--- src/rtl/rbsr_pkg.sv ---
// shared request codes and control structs for the ring buffer with shadow read
package rbsr_pkg;

    // request codes on req_type
    typedef enum logic [2:0] {
        REQ_PUSH     = 3'd0,
        REQ_GET      = 3'd1,
        REQ_COMMIT   = 3'd2,
        REQ_ROLLBACK = 3'd3,
        REQ_CLEAR    = 3'd4
    } req_t;

    localparam int unsigned DATA_W  = 32;
    localparam int unsigned COUNT_W = 7;

    // status of one handled item, from the controller to the result stages
    typedef struct packed {
        logic               accepted;
        logic               rd_used;
        logic [COUNT_W-1:0] pending_count;
        logic               full_flag;
    } step_res_t;

endpackage

--- src/rtl/rbsr_in_if.sv ---
// request channel: valid, ready and the request item fields
interface rbsr_in_if;
    import rbsr_pkg::*;

    logic              valid;
    logic              ready;
    logic [2:0]        req_type;
    logic [DATA_W-1:0] push_data;
    logic              commit_after_read;

    modport source (
        output valid, req_type, push_data, commit_after_read,
        input  ready
    );

    modport sink (
        input  valid, req_type, push_data, commit_after_read,
        output ready
    );
endinterface

--- src/rtl/rbsr_out_if.sv ---
// result channel: valid, ready and the result item fields
interface rbsr_out_if;
    import rbsr_pkg::*;

    logic               valid;
    logic               ready;
    logic               accepted;
    logic [DATA_W-1:0]  read_data;
    logic [COUNT_W-1:0] pending_count;
    logic               full_flag;

    modport source (
        output valid, accepted, read_data, pending_count, full_flag,
        input  ready
    );

    modport sink (
        input  valid, accepted, read_data, pending_count, full_flag,
        output ready
    );
endinterface

--- src/rtl/rbsr_mem.sv ---
// record store: one write port, one read port, registered read data
module rbsr_mem #(
    parameter int unsigned DEPTH = 64,
    parameter int unsigned WIDTH = 32
) (
    input  logic                     clk,
    input  logic                     wr_en,
    input  logic [$clog2(DEPTH)-1:0] wr_addr,
    input  logic [WIDTH-1:0]         wr_data,
    input  logic                     rd_en,
    input  logic [$clog2(DEPTH)-1:0] rd_addr,
    output logic [WIDTH-1:0]         rd_data
);

    logic [WIDTH-1:0] mem [DEPTH];
    logic [WIDTH-1:0] rd_data_reg;

    always_ff @(posedge clk)
    begin
        if (wr_en)
        begin
            mem[wr_addr] <= wr_data;
        end
    end

    // read data holds until the next read
    always_ff @(posedge clk)
    begin
        if (rd_en)
        begin
            rd_data_reg <= mem[rd_addr];
        end
    end

    assign rd_data = rd_data_reg;

endmodule

--- src/rtl/rbsr_ctrl.sv ---
// pointer and length state, request decode and memory port control
module rbsr_ctrl
    import rbsr_pkg::*;
#(
    parameter int unsigned DEPTH = 64
) (
    input  logic                     clk,
    input  logic                     rst_n,
    input  logic                     step,
    input  logic [2:0]               req_type,
    input  logic                     commit_after_read,
    output logic                     mem_wr_en,
    output logic [$clog2(DEPTH)-1:0] mem_wr_addr,
    output logic                     mem_rd_en,
    output logic [$clog2(DEPTH)-1:0] mem_rd_addr,
    output step_res_t                res
);

    localparam int unsigned PTR_W = $clog2(DEPTH);
    localparam int unsigned LEN_W = $clog2(DEPTH + 1);
    localparam logic [PTR_W-1:0] LAST_SLOT = PTR_W'(DEPTH - 1);
    localparam logic [LEN_W-1:0] MAX_LEN   = LEN_W'(DEPTH);

    logic [PTR_W-1:0] wr_ptr_reg,  wr_ptr_next;
    logic [PTR_W-1:0] cm_ptr_reg,  cm_ptr_next;
    logic [LEN_W-1:0] cm_len_reg,  cm_len_next;
    logic [PTR_W-1:0] sh_ptr_reg,  sh_ptr_next;
    logic [LEN_W-1:0] sh_len_reg,  sh_len_next;
    logic             full_reg,    full_next;
    logic             acc;
    logic             wr_en;
    logic             rd_en;

    function automatic logic [PTR_W-1:0] next_slot(input logic [PTR_W-1:0] p);
        logic [PTR_W-1:0] r;
        r = (p == LAST_SLOT) ? '0 : p + 1'b1;
        return r;
    endfunction

    always_comb
    begin
        wr_ptr_next = wr_ptr_reg;
        cm_ptr_next = cm_ptr_reg;
        cm_len_next = cm_len_reg;
        sh_ptr_next = sh_ptr_reg;
        sh_len_next = sh_len_reg;
        full_next   = full_reg;
        acc         = 1'b0;
        wr_en       = 1'b0;
        rd_en       = 1'b0;
        unique case (req_t'(req_type))
            REQ_PUSH:
            begin
                if (!full_reg)
                begin
                    if (next_slot(wr_ptr_reg) == cm_ptr_reg)
                    begin
                        full_next = 1'b1;
                    end
                    wr_en       = 1'b1;
                    wr_ptr_next = next_slot(wr_ptr_reg);
                    if (cm_len_reg < MAX_LEN)
                    begin
                        cm_len_next = cm_len_reg + 1'b1;
                    end
                    if (sh_len_reg < MAX_LEN)
                    begin
                        sh_len_next = sh_len_reg + 1'b1;
                    end
                    acc = 1'b1;
                end
            end
            REQ_GET:
            begin
                if (sh_len_reg != '0)
                begin
                    rd_en       = 1'b1;
                    sh_ptr_next = next_slot(sh_ptr_reg);
                    sh_len_next = sh_len_reg - 1'b1;
                    // commit against the advanced shadow side
                    if (commit_after_read && ((cm_ptr_reg != sh_ptr_next) || full_reg))
                    begin
                        cm_ptr_next = sh_ptr_next;
                        cm_len_next = sh_len_next;
                        full_next   = 1'b0;
                    end
                    acc = 1'b1;
                end
            end
            REQ_COMMIT:
            begin
                if ((cm_ptr_reg != sh_ptr_reg) || full_reg)
                begin
                    cm_ptr_next = sh_ptr_reg;
                    cm_len_next = sh_len_reg;
                    full_next   = 1'b0;
                end
                acc = 1'b1;
            end
            REQ_ROLLBACK:
            begin
                sh_ptr_next = cm_ptr_reg;
                sh_len_next = cm_len_reg;
                acc         = 1'b1;
            end
            REQ_CLEAR:
            begin
                wr_ptr_next = '0;
                cm_ptr_next = '0;
                cm_len_next = '0;
                sh_ptr_next = '0;
                sh_len_next = '0;
                full_next   = 1'b0;
                acc         = 1'b1;
            end
            default:
            begin
                acc = 1'b0;
            end
        endcase
    end

    always_ff @(posedge clk or negedge rst_n)
    begin
        if (!rst_n)
        begin
            wr_ptr_reg <= '0;
            cm_ptr_reg <= '0;
            cm_len_reg <= '0;
            sh_ptr_reg <= '0;
            sh_len_reg <= '0;
            full_reg   <= 1'b0;
        end
        else if (step)
        begin
            wr_ptr_reg <= wr_ptr_next;
            cm_ptr_reg <= cm_ptr_next;
            cm_len_reg <= cm_len_next;
            sh_ptr_reg <= sh_ptr_next;
            sh_len_reg <= sh_len_next;
            full_reg   <= full_next;
        end
    end

    assign mem_wr_en   = step && wr_en;
    assign mem_wr_addr = wr_ptr_reg;
    assign mem_rd_en   = step && rd_en;
    assign mem_rd_addr = sh_ptr_reg;

    assign res.accepted      = acc;
    assign res.rd_used       = rd_en;
    assign res.pending_count = COUNT_W'(sh_len_next);
    assign res.full_flag     = full_next;

endmodule

--- src/rtl/ring_buffer_with_shadow_read.sv ---
// top level of the ring buffer with shadow read pointer
//
// usage
//   in_ch carries one request item: push, get, commit, roll back or clear.
//   out_ch returns exactly one result item per request item, in order.
//   an item moves on a channel at a rising edge with valid and ready high.
// pipeline and throughput
//   a result is offered once its request has passed the middle stage,
//   written together with the controller update and the record store
//   read, and then the result register. one request item per cycle is
//   taken in steady state while out_ch does not stall. the record store
//   has a single read port, whose data is registered and goes on to the result register.
// reset
//   rst_n clears pointers, lengths, the full flag and the valid bits of both result stages.
//   record store contents are not cleared; entries read back only after
//   a push has written them.
// receiver stall
//   when out_ch stalls the result register holds, the middle stage holds
//   one more item, and then in_ch.ready drops until the result is taken.
module ring_buffer_with_shadow_read
    import rbsr_pkg::*;
#(
    parameter int unsigned DEPTH        = 64,
    parameter int unsigned RECORD_WIDTH = 32
) (
    input  logic        clk,
    input  logic        rst_n,
    rbsr_in_if.sink     in_ch,
    rbsr_out_if.source  out_ch
);

    localparam int unsigned PTR_W = $clog2(DEPTH);

    // controller to memory
    logic                    mem_wr_en;
    logic [PTR_W-1:0]        mem_wr_addr;
    logic                    mem_rd_en;
    logic [PTR_W-1:0]        mem_rd_addr;
    logic [RECORD_WIDTH-1:0] mem_wr_data;
    logic [RECORD_WIDTH-1:0] mem_rd_data;
    logic [DATA_W-1:0]       rd_data_low;

    step_res_t ctrl_res;

    // middle stage: status waits here while the store read completes
    logic      s1_valid_reg;
    step_res_t s1_res_reg;

    // result register
    logic               out_valid_reg;
    logic               out_acc_reg;
    logic [DATA_W-1:0]  out_data_reg;
    logic [COUNT_W-1:0] out_count_reg;
    logic               out_full_reg;

    logic in_take;
    logic advance;

    // the middle stage moves on when the result register is free or drains
    assign advance = s1_valid_reg && (!out_valid_reg || out_ch.ready);
    assign in_ch.ready = !s1_valid_reg || advance;
    assign in_take = in_ch.valid && in_ch.ready;

    // record width adaptation: records hold RECORD_WIDTH bits, ports hold 32
    generate
        if (RECORD_WIDTH == DATA_W)
        begin : gen_eq
            assign mem_wr_data = in_ch.push_data;
            assign rd_data_low = mem_rd_data;
        end
        else if (RECORD_WIDTH > DATA_W)
        begin : gen_wide
            assign mem_wr_data = {{(RECORD_WIDTH - DATA_W){1'b0}}, in_ch.push_data};
            assign rd_data_low = mem_rd_data[DATA_W-1:0];
        end
        else
        begin : gen_narrow
            assign mem_wr_data = in_ch.push_data[RECORD_WIDTH-1:0];
            assign rd_data_low = {{(DATA_W - RECORD_WIDTH){1'b0}}, mem_rd_data};
        end
    endgenerate

    rbsr_ctrl #(
        .DEPTH (DEPTH)
    ) u_ctrl (
        .clk               (clk),
        .rst_n             (rst_n),
        .step              (in_take),
        .req_type          (in_ch.req_type),
        .commit_after_read (in_ch.commit_after_read),
        .mem_wr_en         (mem_wr_en),
        .mem_wr_addr       (mem_wr_addr),
        .mem_rd_en         (mem_rd_en),
        .mem_rd_addr       (mem_rd_addr),
        .res               (ctrl_res)
    );

    rbsr_mem #(
        .DEPTH (DEPTH),
        .WIDTH (RECORD_WIDTH)
    ) u_mem (
        .clk     (clk),
        .wr_en   (mem_wr_en),
        .wr_addr (mem_wr_addr),
        .wr_data (mem_wr_data),
        .rd_en   (mem_rd_en),
        .rd_addr (mem_rd_addr),
        .rd_data (mem_rd_data)
    );

    // middle stage control
    always_ff @(posedge clk or negedge rst_n)
    begin
        if (!rst_n)
        begin
            s1_valid_reg <= 1'b0;
        end
        else if (in_take)
        begin
            s1_valid_reg <= 1'b1;
        end
        else if (advance)
        begin
            s1_valid_reg <= 1'b0;
        end
    end

    // middle stage payload
    always_ff @(posedge clk)
    begin
        if (in_take)
        begin
            s1_res_reg <= ctrl_res;
        end
    end

    // result register control
    always_ff @(posedge clk or negedge rst_n)
    begin
        if (!rst_n)
        begin
            out_valid_reg <= 1'b0;
        end
        else if (advance)
        begin
            out_valid_reg <= 1'b1;
        end
        else if (out_ch.ready)
        begin
            out_valid_reg <= 1'b0;
        end
    end

    // result payload; store data is used only by a successful get
    always_ff @(posedge clk)
    begin
        if (advance)
        begin
            out_acc_reg   <= s1_res_reg.accepted;
            out_data_reg  <= s1_res_reg.rd_used ? rd_data_low : '0;
            out_count_reg <= s1_res_reg.pending_count;
            out_full_reg  <= s1_res_reg.full_flag;
        end
    end

    assign out_ch.valid         = out_valid_reg;
    assign out_ch.accepted      = out_acc_reg;
    assign out_ch.read_data     = out_data_reg;
    assign out_ch.pending_count = out_count_reg;
    assign out_ch.full_flag     = out_full_reg;

    // a stalled result register keeps the middle stage occupied
    a_s1_holds_on_stall: assert property (
        @(posedge clk) disable iff (!rst_n)
        s1_valid_reg && out_valid_reg && !out_ch.ready |=> s1_valid_reg
    ) else $error("middle stage dropped an item during an output stall");

    // a store read is only issued for an item entering the middle stage
    a_read_with_take: assert property (
        @(posedge clk) disable iff (!rst_n)
        mem_rd_en |-> in_take && ctrl_res.accepted
    ) else $error("store read issued without an accepted get");

    // the status of a successful get marks the store data as used
    a_get_marks_read: assert property (
        @(posedge clk) disable iff (!rst_n)
        mem_rd_en |=> s1_valid_reg && s1_res_reg.rd_used
    ) else $error("get status lost its store read mark");

endmodule

--- src/flat_wrapper.sv ---
// flat-port wrapper written by rule: the top's interface ports become plain ports
module ring_buffer_with_shadow_read_flat import rbsr_pkg::*;
#(
    parameter int unsigned DEPTH        = 64,
    parameter int unsigned RECORD_WIDTH = 32
)
  (clk, rst_n, in_ch_valid, in_ch_req_type, in_ch_push_data, in_ch_commit_after_read, in_ch_ready, out_ch_valid, out_ch_accepted, out_ch_read_data, out_ch_pending_count, out_ch_full_flag, out_ch_ready);
  rbsr_in_if in_ch_i ();
  rbsr_out_if out_ch_i ();
  input  logic clk;
  input  logic rst_n;
  input wire logic [$bits(in_ch_i.valid)-1:0] in_ch_valid;
  input wire logic [$bits(in_ch_i.req_type)-1:0] in_ch_req_type;
  input wire logic [$bits(in_ch_i.push_data)-1:0] in_ch_push_data;
  input wire logic [$bits(in_ch_i.commit_after_read)-1:0] in_ch_commit_after_read;
  output wire logic [$bits(in_ch_i.ready)-1:0] in_ch_ready;
  output wire logic [$bits(out_ch_i.valid)-1:0] out_ch_valid;
  output wire logic [$bits(out_ch_i.accepted)-1:0] out_ch_accepted;
  output wire logic [$bits(out_ch_i.read_data)-1:0] out_ch_read_data;
  output wire logic [$bits(out_ch_i.pending_count)-1:0] out_ch_pending_count;
  output wire logic [$bits(out_ch_i.full_flag)-1:0] out_ch_full_flag;
  input wire logic [$bits(out_ch_i.ready)-1:0] out_ch_ready;
  assign in_ch_i.valid = in_ch_valid;
  assign in_ch_i.req_type = in_ch_req_type;
  assign in_ch_i.push_data = in_ch_push_data;
  assign in_ch_i.commit_after_read = in_ch_commit_after_read;
  assign in_ch_ready = in_ch_i.ready;
  assign out_ch_valid = out_ch_i.valid;
  assign out_ch_accepted = out_ch_i.accepted;
  assign out_ch_read_data = out_ch_i.read_data;
  assign out_ch_pending_count = out_ch_i.pending_count;
  assign out_ch_full_flag = out_ch_i.full_flag;
  assign out_ch_i.ready = out_ch_ready;
  ring_buffer_with_shadow_read #(.DEPTH(DEPTH), .RECORD_WIDTH(RECORD_WIDTH)) u_core (.clk(clk), .rst_n(rst_n), .in_ch(in_ch_i), .out_ch(out_ch_i));
endmodule
--- config.mk ---
export PLATFORM = sky130hd
export DESIGN_NAME = ring_buffer_with_shadow_read_flat
export DESIGN_NICKNAME = d
export VERILOG_FILES = /design/src/rtl/rbsr_pkg.sv /design/src/rtl/rbsr_in_if.sv /design/src/rtl/rbsr_out_if.sv /design/src/rtl/rbsr_mem.sv /design/src/rtl/rbsr_ctrl.sv /design/src/rtl/ring_buffer_with_shadow_read.sv /design/src/flat_wrapper.sv
export SDC_FILE = /design/constraint.sdc
export NUM_CORES = 2
export LEC_CHECK = 0
export CAP_MARGIN = 20
export CELL_PAD_IN_SITES_DETAIL_PLACEMENT = 0
export CELL_PAD_IN_SITES_GLOBAL_PLACEMENT = 1
export CORE_MARGIN = 5
export CORE_UTILIZATION = 51
export DETAILED_ROUTE_END_ITERATION = 10
export DONT_BUFFER_PORTS = 1
export GPL_TIMING_DRIVEN = 0
export PLACE_DENSITY = 0.81
export SLEW_MARGIN = 20
export SYNTH_ARGS = -nofsm -noshare
export SYNTH_HDL_FRONTEND = slang
export SYNTH_SLANG_ARGS = --single-unit
--- constraint.sdc ---
create_clock -name clk -period 3.1 [get_ports clk]
set_input_delay 0.155 -clock clk [delete_from_list [all_inputs] [get_ports clk]]
set_output_delay 0.155 -clock clk [all_outputs]
set_load 0.01 [all_outputs]
==> out/qor.yml <==
sta:
  worst_pin_slew_ns: 1.13
  hold_violations: 0
  hold_ws_ns: 0.0757
  post-route-min-period_ns: 3.15
  fin_ws_ns: -0.0454
  fmax_ghz: 0.318
  fin_worst_skew_ns: 0.0628
  maxSlewHeadroom_pct: 24.6
  fin_crit_sh_pct: 101
  finalSetupViolCount: 10
  drv_slew: 0
detailed_routing:
  drt-wirelength-per-cell_um: 38.2
  drc: 2
  drtIter0Drc: 7311
  drtAntennaViolNets: 0
  viasPerCell: 6.80
  drt_first_pass_iters: 11
  vias: 42900
  wl_um: 241000
clock_tree:
  numClockSinks: 2166
  cts_buffers: 206
  clk_pin_slew_worst_paths_ns: 0.06
  cts_tree: "built"
  clockBufferDepth: 3
  root_buffer: "clkbuf_16"
  clock_latency_ns: 0.88
  htreeDepth: 4
setup_path:
  cp-end-kind: "flip-flop"
  crit_arrival_ns: 3.72
  crit_type: "flip-flop to flip-flop"
  start_kind: "flip-flop"
  max_stage_delay_ns: 0.59
  worstPathCellList: "buf_2 > clkdlybuf4s18_2 > clkbuf_4 > mux4_2 > mux4_2"
  critical_path.most_common_cell: "mux4_2"
  worst-path-stages: 5
  crit_fanout: 10
  cp.required_ns: 3.68
  rr_worst_depth: 5
  crit_buf_inv: 3
  worst_path_max_delay_cell: "clkdlybuf4s18_2"
  path_delay_family: "buffers and inverters"
synthesis:
  netlist_instances: 3483
  ys_seq_area_share_pct: 77.8
  ys_types: 59
  postSynthRegisterBits: 2166
  syn-num-nets: 3528
  yosys.area.top_type: "edfxtp_1"
  avgSynthCellArea_um2: 24.0
  synth_edf_count: 2131
  synth_ff_type: "edfxtp_1"
  async_flop_share_pct: 1.62
  synth_area_leaders: "edfxtp_1 (77%), mux4_2 (18%), dfrtp_1 (1.0%)"
  synth_top_area_share_pct: 76.7
  synthesis.area_mm2: 0.0834
  yosysWarnings: 0
power:
  p_leak_uw: 0.0309
  p_clk_share_pct: 31.0
  pwr-share-seq_pct: 40.8
  power_frac_comb_pct: 28.3
  vdd_drop_max_mv: 0.673
  power.internal_uw: 56500
  power_switching_uw: 24300
  swShare_pct: 30.1
  power.density_mw_per_mm2: 819
status:
  violations: "design-rule violations, negative setup slack"
  status: "finished, violations left"
final_layout:
  utilization_pct: 60.6
  largest_register_ffs: 2048
  layout_common_cells: "edfxtp_1 (2,131), mux4_2 (672), clkbuf_16 (207), buf_16 (86), buf_4 (81)"
  finalNetCount: 3996
  drive_gt1_share_pct: 34.3
  final_common_cell: "edfxtp_1"
  areaGrowthSynthToFinish_pct: 18.2
  final_cells: 6308
global_routing:
  grt_pass1_wl_um: 335000
  grt_overflow_total: 0
  first_global_vias: 42700
  grt_use_total_pct: 27.9
  grt_max_degree: 65
  grt_antenna_before_repair: 14
min_path:
  hold_path_depth: 4
  hp-class: "input port to flip-flop"
floorplanning:
  die_x_um: 414
  ios: 83
  core_mm2: 0.163
  die-area_mm2: 0.172
  start_util_pct: 51.3
  die_y_um: 414
  placement_rows: 148
placed_design:
  gp_congestion: 0.877
  portBuffers: 0
  hpwl_um: 138000
  dp_cells: 5747
run:
  maxCapViolCount: 0
==> metrics by stage <==
stage	setup TNS, ns	power [µW]	worst slack, ns	area (µm²)
floorplan	-374.83	46700	-0.227	83400
global placement	-5332.50	53700	-2.93	86200
detailed placement	-1185.46	54000	-1.08	88800
CTS	-0.0461	79900	-0.0244	98400
global route	-0.00820	82900	-0.00510	98600
finish	-0.195	80800	-0.0454	98600
==> final timing paths <==
path / to / startpoint / slack, ns
max in group asynchronous: u_core.u_ctrl.mem_rd_addr[5] / rst_n / 2.42
worst max register to register: u_core.u_mem.rd_data[30] / u_core.u_ctrl.mem_rd_addr[4] / -0.05
worst min register to register: u_core.out_ch.pending_count[0] / u_core.s1_res_reg[1] / 0.42
worst min-delay path: u_core.u_ctrl.cm_len_reg[1] / in_ch_req_type[0] / 0.08
min in group asynchronous: u_core.u_ctrl.cm_len_reg[2] / rst_n / 0.43
worst max-delay path: u_core.u_mem.rd_data[30] / u_core.u_ctrl.mem_rd_addr[4] / -0.05
==> cell families (layout without fill, tap and decap cells) <==
logic type | after synthesis | in the layout | synth area share, %
AO/OA/AOI/OAI | 135 | 135 | 1.00
multiplexers | 681 | 681 | 18.3
XOR/XNOR | 29 | 29 | 0.321
flip-flops | 2166 | 2166 | 77.8
AND/OR/NAND/NOR | 262 | 262 | 1.49
other | 0 | 6 | 0
adder cells (fa/ha/maj) | 5 | 5 | 0.0750
buffers and inverters | 205 | 849 | 1.10
==> tightest hold or removal path, stage by stage <==
cell	delay, ns
clkbuf_1	0.19
nor2b_1	0.25
nor3_1	0.15
o31ai_1	0.10
==> metal layers <==
layer	wire (µm)	track usage [%]	share of wire (%)
met5	19	0	0.0079
met4	16200	15.4	6.7
met3	30100	8.05	12
met2	117000	44.6	48
met1	78200	34.8	32
==> area by class of cell <==
| cell class | count | area, µm² |
|---|---|---|
| diodes | 6 | 15.0 |
| plain buffers | 193 | 1450 |
| clock buffers | 237 | 5300 |
| clock inverters | 147 | 1340 |
| fillers | 10500 | 64100 |
| inverters | 11 | 41.3 |
| multi-input cells | 1112 | 18200 |
| flip-flops and latches | 2166 | 64900 |
| well taps | 2175 | 2720 |
| repair buffers | 261 | 4680 |
==> repair_timing <==
item	CTS	global route
endpoints found under the hold margin	2144	0
gates resized for setup	197	68
setup buffers	84	12
hold buffers	76	0
pin swaps	60	5
setup endpoints to repair	2043	499
==> synth_stat cells, drive strengths merged, types with 6 or more instances <==
library cell / number
a22oi: 6
mux2: 8
nand3: 19
xor2: 7
a21oi: 40
mux4: 672
xnor2: 21
nand3b: 6
nand2: 55
nor3: 10
and2: 35
dfrtp: 35
edfxtp: 2131
o21ai: 38
o22ai: 6
buf: 100
inv: 11
clkbuf: 94
nor2: 104
and3: 6
==> power groups by stage <==
| stage | Clock (µW) | Sequential (µW) | Combinational (µW) |
|---|---|---|---|
| floorplan | 0 | 33400 | 13300 |
| global placement | 0 | 33500 | 20200 |
| detailed placement | 0 | 33500 | 20500 |
| CTS | 25000 | 32900 | 22100 |
| global route | 26500 | 32900 | 23400 |
| finish | 25000 | 32900 | 22800 |
(Power assumes the default switching activity.)
